--- config.mk ---
export PLATFORM = sky130hd
export DESIGN_NAME = keypad_code_lock_controller
export DESIGN_NICKNAME = d
export VERILOG_FILES = /design/src/sv/kclc_pkg.sv /design/src/sv/keypad_code_lock_controller.sv
export SDC_FILE = /design/constraint.sdc
export NUM_CORES = 1
export LEC_CHECK = 0
export ABC_AREA = 1
export BUFFER_PORTS_ARGS = -buffer_cell sky130_fd_sc_hd__buf_4
export CAP_MARGIN = 20
export CORE_MARGIN = 3
export CORE_UTILIZATION = 40
export CTS_CLUSTER_SIZE = 10
export DETAILED_ROUTE_END_ITERATION = 10
export GPL_TIMING_DRIVEN = 0
export REMOVE_ABC_BUFFERS = 1
export SETUP_SLACK_MARGIN = 0.2
export SLEW_MARGIN = 20
export SYNTH_ARGS = -nofsm -noshare
export SYNTH_HDL_FRONTEND = slang
export SYNTH_SLANG_ARGS = --single-unit
--- constraint.sdc ---
create_clock -name clk -period 20.4 [get_ports clk]
set_clock_uncertainty 0.15 [all_clocks]
set_input_delay 3.06 -clock clk [delete_from_list [all_inputs] [get_ports clk]]
set_output_delay 3.06 -clock clk [all_outputs]
set_load 0.1 [all_outputs]
--- src/sv/kclc_pkg.sv ---
// Package for the keypad code lock controller: phase type, event, item-kind,
// key and register-index codes, reset values and the phase-to-code function.
// No dependencies.
`timescale 1ns / 1ps
`default_nettype none

package kclc_pkg;

  localparam int MAX_CODE_LEN_D = 16;
  localparam int MODE_LEN_D     = 4;

  typedef enum logic [6:0] {
    PH_SETUP   = 7'b0000001,
    PH_MODE    = 7'b0000010,
    PH_PASS    = 7'b0000100,
    PH_OPEN    = 7'b0001000,
    PH_LOCKOUT = 7'b0010000,
    PH_CHECK   = 7'b0100000,
    PH_NEW     = 7'b1000000
  } phase_t;

  localparam logic [2:0] PHC_SETUP   = 3'd0;
  localparam logic [2:0] PHC_MODE    = 3'd1;
  localparam logic [2:0] PHC_PASS    = 3'd2;
  localparam logic [2:0] PHC_OPEN    = 3'd3;
  localparam logic [2:0] PHC_LOCKOUT = 3'd4;
  localparam logic [2:0] PHC_CHECK   = 3'd5;
  localparam logic [2:0] PHC_NEW     = 3'd6;

  localparam logic [3:0] EV_NONE         = 4'd0;
  localparam logic [3:0] EV_CHAR         = 4'd1;
  localparam logic [3:0] EV_SET          = 4'd2;
  localparam logic [3:0] EV_UNLOCK       = 4'd3;
  localparam logic [3:0] EV_DENIED       = 4'd4;
  localparam logic [3:0] EV_LOCKOUT      = 4'd5;
  localparam logic [3:0] EV_LOCKOUT_OVER = 4'd6;
  localparam logic [3:0] EV_LOCKED       = 4'd7;
  localparam logic [3:0] EV_BAD_MODE     = 4'd8;
  localparam logic [3:0] EV_CHANGED      = 4'd9;

  localparam logic [1:0] KIND_KEY    = 2'd0;
  localparam logic [1:0] KIND_TICK   = 2'd1;
  localparam logic [1:0] KIND_BUTTON = 2'd2;

  localparam logic [7:0] KEY_HASH   = 8'h23;
  localparam logic [7:0] KEY_STAR   = 8'h2A;
  localparam logic [7:0] KEY_IGNORE = 8'h01;

  localparam logic [1:0] CFG_WRONG_LIMIT   = 2'd0;
  localparam logic [1:0] CFG_LOCKOUT_TICKS = 2'd1;
  localparam logic [1:0] CFG_OPEN_COMPARE  = 2'd2;
  localparam logic [1:0] CFG_CLOSE_COMPARE = 2'd3;

  localparam logic [3:0]  WRONG_LIMIT_RST   = 4'd5;
  localparam logic [17:0] LOCKOUT_TICKS_RST = 18'd180000;
  localparam logic [9:0]  OPEN_COMPARE_RST  = 10'd75;
  localparam logic [9:0]  CLOSE_COMPARE_RST = 10'd175;

  function automatic logic [2:0] phase_code(input phase_t ph);
    logic [2:0] code;
    case (ph)
      PH_SETUP:   code = PHC_SETUP;
      PH_MODE:    code = PHC_MODE;
      PH_PASS:    code = PHC_PASS;
      PH_OPEN:    code = PHC_OPEN;
      PH_LOCKOUT: code = PHC_LOCKOUT;
      PH_CHECK:   code = PHC_CHECK;
      PH_NEW:     code = PHC_NEW;
      default:    code = PHC_SETUP;
    endcase
    return code;
  endfunction

endpackage

`default_nettype wire

--- src/sv/keypad_code_lock_controller.sv ---
// Each result is registered from its input transaction and is valid in the cycle after.
// Throughput: one transaction per cycle; a new input is taken in the cycle
// a pending result is taken, and held off only while a result waits.
// Reset: synchronous, active low; puts the phase in setup, clears counters, timer
// and servo value and loads the register defaults. Code buffers are not cleared.
// Depends on kclc_pkg.
`timescale 1ns / 1ps
`default_nettype none

module keypad_code_lock_controller #(
  parameter int MAX_CODE_LEN = kclc_pkg::MAX_CODE_LEN_D,
  parameter int MODE_LEN     = kclc_pkg::MODE_LEN_D,
  localparam int CNT_W  = $clog2(MAX_CODE_LEN + 1),
  localparam int MCNT_W = $clog2(MODE_LEN + 1),
  localparam int LEN_W  = (CNT_W > MCNT_W) ? CNT_W : MCNT_W
) (
  input  wire logic             clk,
  input  wire logic             rst_n,
  input  wire logic             in_valid,
  output logic                  in_ready,
  input  wire logic [1:0]       in_mode,
  input  wire logic [7:0]       in_key_char,
  output logic                  out_valid,
  input  wire logic             out_ready,
  output logic [3:0]            out_event_res,
  output logic [2:0]            out_phase,
  output logic [9:0]            out_servo_compare,
  output logic                  out_lamp_on,
  output logic [3:0]            out_wrong_attempts,
  output logic [LEN_W-1:0]      out_entry_length,
  input  wire logic             cfg_valid,
  output logic                  cfg_ready,
  input  wire logic [1:0]       cfg_index,
  input  wire logic [17:0]      cfg_data
);

  localparam int EIDX_W = (MAX_CODE_LEN > 1) ? $clog2(MAX_CODE_LEN) : 1;
  localparam int MIDX_W = $clog2(MODE_LEN);

  logic [3:0]  wrong_limit_r;
  logic [17:0] lockout_ticks_r;
  logic [9:0]  open_compare_r;
  logic [9:0]  close_compare_r;

  kclc_pkg::phase_t phase_r, phase_nxt;
  logic [7:0]        entry_buf_r [MAX_CODE_LEN];
  logic [7:0]        stored_r    [MAX_CODE_LEN];
  logic [7:0]        mode_buf_r  [MODE_LEN];
  logic [7:0]        entry_eff   [MAX_CODE_LEN];
  logic [CNT_W-1:0]  entry_count_r, entry_count_nxt;
  logic [CNT_W-1:0]  stored_count_r, stored_count_nxt;
  logic [MCNT_W-1:0] mode_count_r, mode_count_nxt;
  logic [3:0]        miss_r, miss_nxt, miss_inc;
  logic [17:0]       timer_r, timer_nxt;
  logic [9:0]        servo_r, servo_nxt;
  logic [3:0]        ev_nxt;

  logic             out_valid_r;
  logic [3:0]       event_r;
  logic [2:0]       phase_out_r;
  logic [LEN_W-1:0] len_r;

  logic             acc;
  logic             key_is_hash;
  logic [CNT_W-1:0] cnt_eff;
  logic             entry_full;
  logic             code_ok;
  logic             star1, star3;
  logic             entry_wr, mode_wr, store_wr;

  assign cfg_ready = 1'b1;
  assign in_ready  = !out_valid_r || out_ready;
  assign acc       = in_valid && in_ready;

  assign key_is_hash = (in_key_char == kclc_pkg::KEY_HASH);
  assign cnt_eff     = entry_count_r + CNT_W'(!key_is_hash);
  assign entry_full  = (cnt_eff == CNT_W'(MAX_CODE_LEN));

  assign star1 = (mode_count_r == MCNT_W'(1)) && (mode_buf_r[0] == kclc_pkg::KEY_STAR);
  assign star3 = (mode_count_r == MCNT_W'(3)) && (mode_buf_r[0] == kclc_pkg::KEY_STAR) &&
                 (mode_buf_r[1] == kclc_pkg::KEY_STAR) && (mode_buf_r[2] == kclc_pkg::KEY_STAR);

  assign miss_inc = (miss_r == 4'hF) ? miss_r : miss_r + 4'd1;

  always_comb begin
    for (int i = 0; i < MAX_CODE_LEN; i++) begin
      entry_eff[i] = (!key_is_hash && entry_count_r == CNT_W'(i)) ? in_key_char
                                                                   : entry_buf_r[i];
    end
  end

  always_comb begin
    code_ok = (cnt_eff == stored_count_r);
    for (int i = 0; i < MAX_CODE_LEN; i++) begin
      if (CNT_W'(i) < cnt_eff && entry_eff[i] != stored_r[i]) begin
        code_ok = 1'b0;
      end
    end
  end

  always_comb begin
    phase_nxt        = phase_r;
    entry_count_nxt  = entry_count_r;
    stored_count_nxt = stored_count_r;
    mode_count_nxt   = mode_count_r;
    miss_nxt         = miss_r;
    timer_nxt        = timer_r;
    servo_nxt        = servo_r;
    ev_nxt           = kclc_pkg::EV_NONE;
    entry_wr         = 1'b0;
    mode_wr          = 1'b0;
    store_wr         = 1'b0;
    case (in_mode)
      kclc_pkg::KIND_KEY: begin
        if (in_key_char != kclc_pkg::KEY_IGNORE) begin
          case (phase_r)
            kclc_pkg::PH_MODE: begin
              if (key_is_hash) begin
                if (star1) begin
                  phase_nxt       = kclc_pkg::PH_PASS;
                  entry_count_nxt = '0;
                end else if (star3) begin
                  phase_nxt       = kclc_pkg::PH_CHECK;
                  entry_count_nxt = '0;
                end else begin
                  ev_nxt = kclc_pkg::EV_BAD_MODE;
                end
                mode_count_nxt = '0;
              end else begin
                mode_wr        = 1'b1;
                mode_count_nxt = mode_count_r + MCNT_W'(1);
                if (mode_count_nxt == MCNT_W'(MODE_LEN)) begin
                  ev_nxt         = kclc_pkg::EV_BAD_MODE;
                  mode_count_nxt = '0;
                end else begin
                  ev_nxt = kclc_pkg::EV_CHAR;
                end
              end
            end
            kclc_pkg::PH_SETUP, kclc_pkg::PH_PASS, kclc_pkg::PH_CHECK,
            kclc_pkg::PH_NEW: begin
              entry_wr = !key_is_hash;
              if (key_is_hash || entry_full) begin
                case (phase_r)
                  kclc_pkg::PH_SETUP: begin
                    store_wr         = 1'b1;
                    stored_count_nxt = cnt_eff;
                    phase_nxt        = kclc_pkg::PH_MODE;
                    ev_nxt           = kclc_pkg::EV_SET;
                  end
                  kclc_pkg::PH_PASS: begin
                    if (code_ok) begin
                      servo_nxt = open_compare_r;
                      miss_nxt  = '0;
                      phase_nxt = kclc_pkg::PH_OPEN;
                      ev_nxt    = kclc_pkg::EV_UNLOCK;
                    end else begin
                      miss_nxt = miss_inc;
                      if (miss_inc >= wrong_limit_r) begin
                        timer_nxt = lockout_ticks_r;
                        phase_nxt = kclc_pkg::PH_LOCKOUT;
                        ev_nxt    = kclc_pkg::EV_LOCKOUT;
                      end else begin
                        ev_nxt = kclc_pkg::EV_DENIED;
                      end
                    end
                  end
                  kclc_pkg::PH_CHECK: begin
                    if (code_ok) begin
                      phase_nxt = kclc_pkg::PH_NEW;
                    end else begin
                      phase_nxt = kclc_pkg::PH_MODE;
                      ev_nxt    = kclc_pkg::EV_DENIED;
                    end
                  end
                  default: begin
                    store_wr         = 1'b1;
                    stored_count_nxt = cnt_eff;
                    phase_nxt        = kclc_pkg::PH_MODE;
                    ev_nxt           = kclc_pkg::EV_CHANGED;
                  end
                endcase
                entry_count_nxt = '0;
                mode_count_nxt  = '0;
              end else begin
                entry_count_nxt = cnt_eff;
                ev_nxt          = kclc_pkg::EV_CHAR;
              end
            end
            default: ;
          endcase
        end
      end
      kclc_pkg::KIND_TICK: begin
        if (phase_r == kclc_pkg::PH_LOCKOUT) begin
          if (timer_r <= 18'd1) begin
            timer_nxt       = '0;
            miss_nxt        = '0;
            entry_count_nxt = '0;
            phase_nxt       = kclc_pkg::PH_PASS;
            ev_nxt          = kclc_pkg::EV_LOCKOUT_OVER;
          end else begin
            timer_nxt = timer_r - 18'd1;
          end
        end
      end
      kclc_pkg::KIND_BUTTON: begin
        if (phase_r == kclc_pkg::PH_OPEN) begin
          servo_nxt      = close_compare_r;
          phase_nxt      = kclc_pkg::PH_MODE;
          mode_count_nxt = '0;
          ev_nxt         = kclc_pkg::EV_LOCKED;
        end
      end
      default: ;
    endcase
  end

  always_ff @(posedge clk) begin
    if (!rst_n) begin
      wrong_limit_r   <= kclc_pkg::WRONG_LIMIT_RST;
      lockout_ticks_r <= kclc_pkg::LOCKOUT_TICKS_RST;
      open_compare_r  <= kclc_pkg::OPEN_COMPARE_RST;
      close_compare_r <= kclc_pkg::CLOSE_COMPARE_RST;
    end else if (cfg_valid) begin
      case (cfg_index)
        kclc_pkg::CFG_WRONG_LIMIT:   wrong_limit_r   <= cfg_data[3:0];
        kclc_pkg::CFG_LOCKOUT_TICKS: lockout_ticks_r <= cfg_data;
        kclc_pkg::CFG_OPEN_COMPARE:  open_compare_r  <= cfg_data[9:0];
        kclc_pkg::CFG_CLOSE_COMPARE: close_compare_r <= cfg_data[9:0];
        default: ;
      endcase
    end
  end

  always_ff @(posedge clk) begin
    if (!rst_n) begin
      phase_r        <= kclc_pkg::PH_SETUP;
      entry_count_r  <= '0;
      stored_count_r <= '0;
      mode_count_r   <= '0;
      miss_r         <= '0;
      timer_r        <= '0;
      servo_r        <= '0;
      out_valid_r    <= 1'b0;
    end else begin
      if (acc) begin
        phase_r        <= phase_nxt;
        entry_count_r  <= entry_count_nxt;
        stored_count_r <= stored_count_nxt;
        mode_count_r   <= mode_count_nxt;
        miss_r         <= miss_nxt;
        timer_r        <= timer_nxt;
        servo_r        <= servo_nxt;
        out_valid_r    <= 1'b1;
      end else if (out_ready) begin
        out_valid_r <= 1'b0;
      end
    end
  end

  always_ff @(posedge clk) begin
    if (acc) begin
      if (entry_wr && !entry_full) begin
        entry_buf_r[entry_count_r[EIDX_W-1:0]] <= in_key_char;
      end
      if (mode_wr) begin
        mode_buf_r[mode_count_r[MIDX_W-1:0]] <= in_key_char;
      end
      if (store_wr) begin
        for (int i = 0; i < MAX_CODE_LEN; i++) begin
          stored_r[i] <= entry_eff[i];
        end
      end
      event_r     <= ev_nxt;
      phase_out_r <= kclc_pkg::phase_code(phase_nxt);
      len_r       <= (phase_nxt == kclc_pkg::PH_MODE) ? LEN_W'(mode_count_nxt)
                                                      : LEN_W'(entry_count_nxt);
    end
  end

  assign out_valid          = out_valid_r;
  assign out_event_res      = event_r;
  assign out_phase          = phase_out_r;
  assign out_servo_compare  = servo_r;
  assign out_lamp_on        = (phase_r == kclc_pkg::PH_OPEN);
  assign out_wrong_attempts = miss_r;
  assign out_entry_length   = len_r;

endmodule

`default_nettype wire

==> results of run 1 <==
## kinds of logic (layout without fill, tap and decap cells)
family	after synthesis	in the layout	synth area share, %
other	1	1	0.0194
AOI/OAI and AO/OA	248	248	7.26
xor gates and xnor gates	18	18	0.853
buffers and inverters	323	410	6.76
adders and majority gates	15	15	0.969
DFF	387	387	55.1
and+or+nand+nor	1278	1278	29.0
## worst max-delay path: cells and delay by family
kind	cells	cell delay, ps
AND/OR/NAND/NOR	10	2500
buffers and inverters	13	2930
adder cells (fa/ha/maj)	2	460
## routing by layer
metal	share of wire [%]	global-route usage [%]
met1	45	25.9
met2	47	31.4
met3	5.5	3.22
met4	2.4	5.54
met5	0	0
## sequential cells by signal, summed over array words and instances, names as in the netlist, 5 cells and up
| signal | flops |
|---|---|
| close_compare_r | 10 |
| timer_r | 18 |
| entry_buf_r | 128 |
| stored_r | 128 |
| phase_r | 7 |
| out_servo_compare | 10 |
| lockout_ticks_r | 18 |
| entry_count_r | 5 |
| stored_count_r | 5 |
| open_compare_r | 10 |
| mode_buf_r | 24 |
| out_entry_length | 5 |
## worst paths after layout
path | start | to | slack, ps
max | in_key_char[7] | stored_r[0][18] | 11490
min | lockout_ticks_r[3] | lockout_ticks_r[3] | 300
max reg2reg | entry_count_r[0] | stored_r[0][18] | 15340
min reg2reg | lockout_ticks_r[3] | lockout_ticks_r[3] | 300
## layout make-up
cell class | instances | area, sq um
clock inverter | 10 | 165
sequential | 387 | 10700
multi-input combinational | 1560 | 7400
tap | 607 | 759
timing repair buffer | 84 | 702
inverter | 252 | 948
clock buffer | 64 | 1250
fill | 4445 | 25200
## power by group through the flow
stage               Combinational (mW)  Clock, mW  Sequential [mW]
floorplan                       0.0964          0            0.903
global placement                 0.170          0            0.885
detailed placement               0.176          0            0.884
CTS                              0.176      0.805            0.867
global route                     0.196      0.838            0.869
finish                           0.176      0.787            0.868
## layout by cell type (no fill, tap or decap), types with 4 or more instances in the layout
master,count
inv_1,230
clkbuf_1,16
nand2_2,13
buf_6,5
xor2_1,13
nor3_1,11
xnor2_1,4
nand3b_1,66
clkbuf_16,47
o21ai_1,31
o22ai_1,11
nor3b_1,4
clkinv_2,4
nor4_1,7
edfxtp_1,292
o21ai_0,81
nand3_1,225
buf_4,76
nor2_2,6
clkinv_1,4
o211ai_1,29
a31oi_1,11
inv_2,17
ha_1,15
o31ai_1,7
nor2_4,11
a21oi_1,62
nand2_1,729
dfxtp_1,94
nand3_2,4
nand4_1,13
nor2_1,175
a211oi_1,5
## through the flow
step / std cells / worst slack (ps) / power [mW] / util, % / area (sq um)
2_1_floorplan: 2199 / 3070 / 1.00 / - / 19000
3_3_place_gp: 2869 / -6530 / 1.06 / 42.9 / 20200
3_5_place_dp: 2890 / 10910 / 1.06 / 43.4 / 20500
4_1_cts: 2964 / 11550 / 1.85 / 46.4 / 21900
5_1_grt: 2964 / 11100 / 1.90 / 46.5 / 21900
6_report: 2964 / 11490 / 1.83 / 46.5 / 21900
==> out/qor.csv, run 1 <==
stage,metric,value,unit
floorplan,CORE AREA,0.0471,sq mm
logic_synthesis,Ys Warns,0,
logic_synthesis,Synth async-reset ratio,0,%
floorplan,die height,226,um
clocking,clk buf depth,3,
setup_path,Crit Path Max Fanout,57,
power,Int Pwr,1.37,mW
detailed_routing,vias per inst,5.24,
clocking,TritonCTS Sinks,387,
logic_synthesis,"EDFF count, synth",292,
run,maxcap violations,0,
setup_path,CP endpoint kind,flip-flop,
placed_design,HPWL after detailed placement,31200,um
detailed_routing,drt total wl,48300,um
floorplan,row count,79,
logic_synthesis,syn_area_per_cell,8.53,sq um
logic_synthesis,"Seq/Total Area, Yosys",55.1,%
detailed_routing,DR iter-0 viols,1196,
placed_design,# port buffers,63,
logic_synthesis,Post-synth top cells,"nand2_1 (730), edfxtp_1 (292), inv_1 (230), nand3_1 (225), nor2_1 (176)",
cells_and_area,share of cells above drive strength 1,8.70,%
floorplan,starting density of the core,41.1,%
setup_path,worst-case reg-to-reg path depth,19,
clocking,Post-CTS Resized,0,
clocking,hold-fix buffers at CTS,0,
logic_synthesis,top-count cell post-synth,nand2_1,
detailed_routing,DRT antenna net count,0,
timing,"Hold Violations, Final",0,
global_routing,first-pass GRT wire length,78100,um
setup_path,Crit Path Category,in -> reg,
power,clock share of power,43.0,%
min_path,Worst Hold Class,reg -> reg,
logic_synthesis,Synth Instances,2270,
logic_synthesis,cells taking the most area after synthesis,"edfxtp_1 (45%), nand2_1 (14%), dfxtp_1 (9.8%)",
setup_path,most frequent CP cell,buf_4,
timing,hold_ws,304,ps
timing,Slew @ Worst Pin,1050,ps
global_routing,GRT Util Overall,19.1,%
setup_path,startpoint types,input pin,
clocking,Post-CTS Setup Inserts,0,
timing,fmax,0.112,GHz
global_routing,initial antenna violation count,0,
setup_path,Critical Path Max Stage Delay,610,ps
timing,total negative slack,0,ps
timing,Setup-failing EPs final,0,
logic_synthesis,Unique masters post-synth,52,
setup_path,CP arrival,9040,ps
setup_path,slowest CP cell,nor3_2,
detailed_routing,DR WL/cell,16.3,um
cells_and_area,P&R area growth vs syn,13.1,%
floorplan,DIE WIDTH,226,um
floorplan,# IOs,65,
floorplan,Die Footprint,0.0511,sq mm
timing,fin crit share,43.7,%
global_routing,largest net degree at the start of global routing,77,
clocking,H-tree depth,2,
clocking,CTS tree,yes,
placed_design,routability cong.,0.877,
global_routing,GRT Residual Overflow,0,
clocking,Clock Latency Late Sink,590,ps
power,sequential power share,47.4,%
logic_synthesis,Yosys top cell by area,edfxtp_1,
status,status,"complete, no violations",
clocking,clock-pin slew on the worst setup and hold paths,50,ps
logic_synthesis,Seq cells post-synth,387,
timing,Period minus WS final,8910,ps
power,part of the power in combinational logic,9.6,%
cells_and_area,# diodes,0,
detailed_routing,detailed-route via count,15541,
power,P_leak,9.38,nW
logic_synthesis,Synth top area share,45.3,%
min_path,Worst Hold Path Cells,2,
setup_path,Crit path required time,20520,ps
timing,Final Max Tran Viols,0,
timing,RSZ-0062 raised after global routing,no,
logic_synthesis,mapped cell area,0.0194,sq mm
detailed_routing,Residual DRC,0,
detailed_routing,Pre-antenna DRT Iters,5,
clocking,CTS Buf Count,47,
cells_and_area,Layout Nets,2382,
power,PwrDens,83.6,mW/mm^2
global_routing,number of global-route vias before repair,14958,
logic_synthesis,Main synth FF type,edfxtp_1,
power,sw power,0.462,mW
clocking,clock root buffer,clkbuf_16,
timing,Rel. slew slack,29.8,%
power,sw frac,25.2,%
power,VDD IR max,0.0718,mV
Note: power is estimated with default switching activity, not from simulation.
==> run 2, diff against run 1 <==
==> constraint.sdc (replaced) <==
create_clock -name clk -period 7.5 [get_ports clk]
set_clock_uncertainty 0.15 [all_clocks]
set_input_delay 1.125 -clock clk [delete_from_list [all_inputs] [get_ports clk]]
set_output_delay 1.125 -clock clk [all_outputs]
set_load 0.1 [all_outputs]
==> run 2 against run 1 <==
Sequential share of layout area about the same. Clock power grew to 2.7 times the previous value. Critical path depth did not move. Non-clock buffer count stayed put. Cell count did not move. Global-route usage unchanged. Die area unchanged. Via count increased by 0.13%. Utilization is essentially flat. Register-to-register slack worse by 13000 ps. Largest power group unchanged. Highest routed layer unchanged.
==> out/qor.csv, run 2 (synthesis results as in run 1) <==
stage,metric,value,unit,change
min_path,Worst Hold Class,reg -> reg,,
floorplan,die height,226,um,unchanged
power,clock share of power,43.0,%,about the same
setup_path,Critical Path Source,in_key_char[7],,
global_routing,GRT Util Overall,19.1,%,unchanged
status,status,"complete, no violations",,
clocking,Clock Latency Late Sink,590,ps,about the same
global_routing,first-pass GRT wire length,78100,um,unchanged
cells_and_area,Layout Nets,2382,,unchanged
setup_path,worst-case reg-to-reg path depth,19,,unchanged
power,sequential power share,47.4,%,about the same
timing,Rel. slew slack,30.1,%,+0.25 points
power,sw power,1.26,mW,+170%
timing,Setup-failing EPs final,0,,unchanged
cells_and_area,# diodes,0,,unchanged
placed_design,# port buffers,63,,unchanged
timing,"Hold Violations, Final",0,,unchanged
clocking,CTS Buf Count,47,,unchanged
cells_and_area,post-layout util,46.5,%,about the same
cells_and_area,post-route insts no fill,2964,,unchanged
setup_path,CP arrival,6940,ps,-2100 ps
timing,fin crit share,90.9,%,
detailed_routing,DR WL/cell,16.4,um,+0.33%
detailed_routing,detailed-route via count,15561,,+0.13%
floorplan,# IOs,65,,unchanged
floorplan,starting density of the core,41.1,%,unchanged
power,VDD IR max,0.195,mV,+170%
timing,RSZ-0062 raised after global routing,no,,
detailed_routing,Pre-antenna DRT Iters,5,,unchanged
min_path,HP Start,lockout_ticks_r[3],,
detailed_routing,Residual DRC,0,,unchanged
setup_path,CP endpoint kind,flip-flop,,
clocking,clock-pin slew on the worst setup and hold paths,50,ps,about the same
placed_design,placed insts,2890,,unchanged
timing,Final Max Tran Viols,0,,unchanged
detailed_routing,DR iter-0 viols,1120,,-6.4%
timing,total negative slack,0,ps,unchanged
cells_and_area,share of cells above drive strength 1,8.70,%,unchanged
power,Pwr Total,4.98,mW,+170%
timing,hold_ws,303,ps,-0.163 ps
run,maxcap violations,0,,unchanged
min_path,Worst Hold Path Cells,2,,unchanged
floorplan,row count,79,,unchanged
min_path,Hold Path Sink,lockout_ticks_r[3],,
placed_design,HPWL after detailed placement,31200,um,unchanged
power,P_leak,9.37,nW,about the same
clocking,clk buf depth,3,,unchanged
power,sw frac,25.3,%,+0.046 points
placed_design,routability cong.,0.877,,unchanged
clocking,clock root buffer,clkbuf_16,,
placed_design,DP Area,0.0205,sq mm,unchanged
clocking,CTS tree,yes,,
global_routing,number of global-route vias before repair,14958,,unchanged
setup_path,launch point of the worst reg-to-reg path,entry_count_r[0],,
floorplan,Die Footprint,0.0511,sq mm,unchanged
setup_path,Crit Path Max Fanout,57,,unchanged
detailed_routing,DRT antenna net count,0,,unchanged
floorplan,CORE AREA,0.0471,sq mm,unchanged
cells_and_area,Finished Cell Area,0.0219,sq mm,about the same
setup_path,reg2reg end,stored_r[0][18],,
clocking,TritonCTS Sinks,387,,unchanged
timing,Final WS setup,684,ps,-10800 ps
global_routing,initial antenna violation count,0,,unchanged
clocking,hold-fix buffers at CTS,0,,unchanged
global_routing,GRT Residual Overflow,0,,unchanged
timing,Slew @ Worst Pin,1040,ps,-9.40 ps
timing,fmax,0.147,GHz,
floorplan,DIE WIDTH,226,um,unchanged
power,PwrDens,227,mW/mm^2,+170%
power,Int Pwr,3.72,mW,+170%
cells_and_area,"most common cell after layout, fill and taps aside",nand2_1,,
timing,Period minus WS final,6820,ps,
setup_path,startpoint types,input pin,,
cells_and_area,P&R area growth vs syn,13.2,%,about the same
placed_design,Post-Place Worst Slack,-55.3,ps,-10970 ps
clocking,H-tree depth,2,,unchanged
detailed_routing,vias per inst,5.25,,+0.13%
setup_path,Crit path required time,7620,ps,-12900 ps
setup_path,reg2reg setup slack,2600,ps,-12740 ps
setup_path,Crit Path Category,in -> reg,,
detailed_routing,drt total wl,48500,um,+0.33%
power,part of the power in combinational logic,9.6,%,about the same
global_routing,largest net degree at the start of global routing,77,,unchanged
cells_and_area,"commonest cells after routing, fill and taps aside","nand2_1 (729), edfxtp_1 (292), inv_1 (230)",,
## run 2: layer usage
metal / share of wire [%] / vias to the layer above / track usage (%) / routed length (um)
met5: 0 / - / 0 / 0
met4: 2.4 / 0 / 5.54 / 1150
met3: 5.1 / 71 / 3.22 / 2500
met2: 47 / 378 / 31.4 / 22600
met1: 46 / 7421 / 25.9 / 22200
li1: - / 7691 / - / -
## run 2: how the worst max path moves through the flow
| stage | depth (start not counted) | slack, ps | endpoint |
|---|---|---|---|
| after floorplan | 18 | -7900 | stored_count_r[1] |
| after global placement | 19 | -17500 | stored_count_r[1] |
| after detailed placement | 25 | -60 | stored_r[0][19] |
| after CTS | 25 | 580 | stored_r[0][18] |
| after global routing | 25 | 350 | stored_r[0][21] |
| final | 25 | 680 | stored_r[0][18] |
## run 2: layout make-up
cell class              count  area [sq um]
fillers                  4444         25200
flip-flops and latches    387         10700
multi-input cells        1560          7410
clock buffers              64          1250
inverters                 252           948
well taps                 607           759
repair buffers             84           702
clock inverters            10           165
## run 2: power groups by stage
stage / sequential, mW / clock [mW] / combinational (mW)
2_1_floorplan: 2.46 / 0 / 0.262
3_3_place_gp: 2.41 / 0 / 0.463
3_5_place_dp: 2.40 / 0 / 0.477
4_1_cts: 2.36 / 2.19 / 0.479
5_1_grt: 2.36 / 2.28 / 0.533
6_report: 2.36 / 2.14 / 0.479
## run 2: worst max-delay path: stages
cell and delay (ps):
buf_4 430, inv_1 430, nand2_1 200, nor2_1 90, nand2_4 320, buf_16 320, ha_1 260, ha_1 200
inv_1 50, nand2_1 40, and2_1 260, inv_1 180, nor2_1 160, inv_1 100, nor4_1 360, nor2_1 220
nor2_1 270, inv_1 170, nor3_4 420, buf_4 290, buf_6 160, buf_4 170, buf_4 220, buf_4 210
buf_4 200
## run 2: repair_timing
action                     in CTS  in global routing
buffers inserted                0                  0
setup endpoints to repair       0                  8
resized for setup               0                  1
==> run 3, diff against run 2 <==
--- a/config.mk
+++ b/config.mk
@@ -9,10 +9,11 @@
 export BUFFER_PORTS_ARGS = -buffer_cell sky130_fd_sc_hd__buf_4
 export CAP_MARGIN = 20
 export CORE_MARGIN = 3
-export CORE_UTILIZATION = 40
+export CORE_UTILIZATION = 57
 export CTS_CLUSTER_SIZE = 10
 export DETAILED_ROUTE_END_ITERATION = 10
 export GPL_TIMING_DRIVEN = 0
+export PLACE_DENSITY = 0.77
 export REMOVE_ABC_BUFFERS = 1
 export SETUP_SLACK_MARGIN = 0.2
 export SLEW_MARGIN = 20
==> run 3 against run 2 <==
Non-clock buffer count fell by 1. Count of clock-buffer cells in the layout fell by 1. Sequential share of layout area rose by 0.86 points. Combinational power barely moved. Largest power group unchanged. Clock power fell by 9%. Routed wire length fell by 3.3%.
==> out/qor.csv, run 3 (synthesis results as in run 1) <==
stage,metric,value,unit,change
status,status,"complete, no violations",,
min_path,Worst Hold Path Cells,2,,unchanged
clocking,CTS tree,yes,,
power,P_leak,9.30,nW,-0.82%
detailed_routing,DR WL/cell,16.8,um,+2.8%
placed_design,routability cong.,0.884,,+0.78%
detailed_routing,DRT antenna net count,0,,unchanged
power,Int Pwr,3.60,mW,-3.3%
timing,hold_ws,304,ps,+0.141 ps
min_path,Hold Path Sink,open_compare_r[0],,
cells_and_area,# diodes,0,,unchanged
clocking,CTS Buf Count,45,,-4.3%
timing,Final Max Tran Viols,0,,unchanged
timing,Setup-failing EPs final,0,,unchanged
cells_and_area,share of cells above drive strength 1,8.31,%,-0.39 points
timing,fmax,0.158,GHz,+7.7%
setup_path,Crit path required time,7500,ps,-120 ps
cells_and_area,post-route insts no fill,2789,,-5.9%
timing,total negative slack,0,ps,unchanged
detailed_routing,DR iter-0 viols,1501,,+34%
floorplan,row count,66,,-16%
cells_and_area,"most common cell after layout, fill and taps aside",nand2_1,,
clocking,clk buf depth,3,,unchanged
clocking,Post-CTS Setup Inserts,0,,unchanged
timing,Slew @ Worst Pin,1070,ps,+32.6 ps
placed_design,HPWL after detailed placement,30300,um,-3.0%
clocking,H-tree depth,2,,unchanged
clocking,clock root buffer,clkbuf_16,,
min_path,HP Start,open_compare_r[0],,
power,sw power,1.19,mW,-5.4%
floorplan,CORE AREA,0.0330,sq mm,-30%
placed_design,# port buffers,63,,unchanged
floorplan,DIE WIDTH,190,um,-16%
placed_design,placed insts,2724,,-5.7%
timing,fin crit share,84.4,%,-6.5 points
run,maxcap violations,0,,unchanged
power,Pwr Total,4.79,mW,-3.8%
power,PwrDens,222,mW/mm^2,-2.1%
timing,Rel. slew slack,28.3,%,-1.8 points
power,VDD IR max,0.187,mV,-4.5%
setup_path,reg2reg setup slack,2480,ps,-120 ps
clocking,Post-CTS Resized,0,,unchanged
setup_path,Crit Path Category,in -> reg,,
detailed_routing,Pre-antenna DRT Iters,5,,unchanged
setup_path,CP endpoint kind,flip-flop,,
power,sequential power share,49.3,%,+1.9 points
global_routing,first-pass GRT wire length,76200,um,-2.3%
floorplan,Die Footprint,0.0362,sq mm,-29%
power,part of the power in combinational logic,10.0,%,+0.4 points
floorplan,# IOs,65,,unchanged
detailed_routing,detailed-route via count,15964,,+2.6%
cells_and_area,post-layout util,65.2,%,+19 points
cells_and_area,Layout Nets,2379,,-0.13%
power,clock share of power,40.7,%,-2.3 points
detailed_routing,vias per inst,5.72,,+9.0%
clocking,clock-pin slew on the worst setup and hold paths,50,ps,about the same
timing,Period minus WS final,6330,ps,-488 ps
floorplan,starting density of the core,58.6,%,+18 points
min_path,Worst Hold Class,reg -> reg,,
cells_and_area,P&R area growth vs syn,11.2,%,
detailed_routing,Residual DRC,0,,unchanged
floorplan,die height,190,um,-16%
detailed_routing,drt total wl,46900,um,-3.3%
timing,RSZ-0062 raised after global routing,no,,
setup_path,launch point of the worst reg-to-reg path,entry_count_r[0],,
cells_and_area,"commonest cells after routing, fill and taps aside","nand2_1 (729), edfxtp_1 (292), inv_1 (230)",,
global_routing,GRT Util Overall,25.9,%,+6.8 points
setup_path,reg2reg end,timer_r[10],,
global_routing,largest net degree at the start of global routing,77,,unchanged
clocking,Clock Latency Late Sink,540,ps,-50 ps
global_routing,number of global-route vias before repair,15235,,+1.9%
setup_path,Crit Path Max Fanout,33,,-42%
timing,"Hold Violations, Final",0,,unchanged
setup_path,worst-case reg-to-reg path depth,22,,+3
clocking,hold-fix buffers at CTS,0,,unchanged
clocking,TritonCTS Sinks,387,,unchanged
setup_path,CP arrival,6330,ps,-610 ps
global_routing,GRT Residual Overflow,0,,unchanged
power,sw frac,24.9,%,-0.41 points
global_routing,initial antenna violation count,0,,unchanged
setup_path,startpoint types,input pin,,
run 3: changes by cell type in the layout (fill, tap and decap cells not counted):
cell,change
clkinv_8,-1
inv_6,+1
clkinv_2,-4
bufinv_16,-3
nor3_4,-1
nor3_1,+1
clkbuf_1,-1
clkinv_16,-1
buf_6,-1
run 3: cell type report:
| cell class | count | area (sq um) |
|---|---|---|
| clock buffer | 63 | 1250 |
| clock inverter | 2 | 17.5 |
| fill | 2656 | 11500 |
| inverter | 252 | 948 |
| multi-input combinational | 1560 | 7400 |
| sequential | 387 | 10700 |
| tap | 442 | 553 |
| timing repair buffer | 83 | 691 |
run 3: critical path, cell delays in order:
cell and delay [ps]:
buf_4 270, inv_1 510, nand2_1 160, nor2_1 210, nand2_4 280, ha_1 320
ha_1 230, inv_1 70, nand2_1 40, and2_1 220, inv_1 170, nor2_1 70
inv_1 100, nor4_1 80, nor2_1 400, inv_2 170, nor2_1 270, nand2_1 600
nor3_1 980
run 3: worst max path at each step:
stage                         startpoint                 end  slack [ps]  cells past startpoint
after floorplan           in_key_char[7]   stored_count_r[1]       -7900                     18
after global placement    in_key_char[7]   stored_count_r[1]      -16110                     20
after detailed placement  in_key_char[7]  entry_buf_r[13][2]         810                     19
after CTS                 in_key_char[7]  entry_buf_r[13][6]        1300                     19
after global routing      in_key_char[7]  entry_buf_r[13][1]         780                     19
final                     in_key_char[7]  entry_buf_r[13][3]        1170                     19
run 3: layer usage:
layer | GRT usage, % | vias up | share of wire (%)
met5 | 0 | - | 0
li1 | - | 7702 | -
met4 | 8.30 | 0 | 3.0
met2 | 44.4 | 656 | 49
met3 | 3.69 | 118 | 7.3
met1 | 34.2 | 7488 | 41
run 3: power groups by stage:
stage | clock, mW | combinational (mW) | sequential, mW
final | 1.95 | 0.481 | 2.36
after global routing | 2.06 | 0.531 | 2.36
after CTS | 1.97 | 0.476 | 2.36
after detailed placement | 0 | 0.473 | 2.40
after global placement | 0 | 0.453 | 2.41
after floorplan | 0 | 0.262 | 2.46
run 3: through the flow:
step,worst slack (ps),instance area [sq um]
floorplan,-7900,19000
global placement,-16110,20000
detailed placement,805,20300
CTS,1300,21500
global route,776,21500
finish,1170,21500
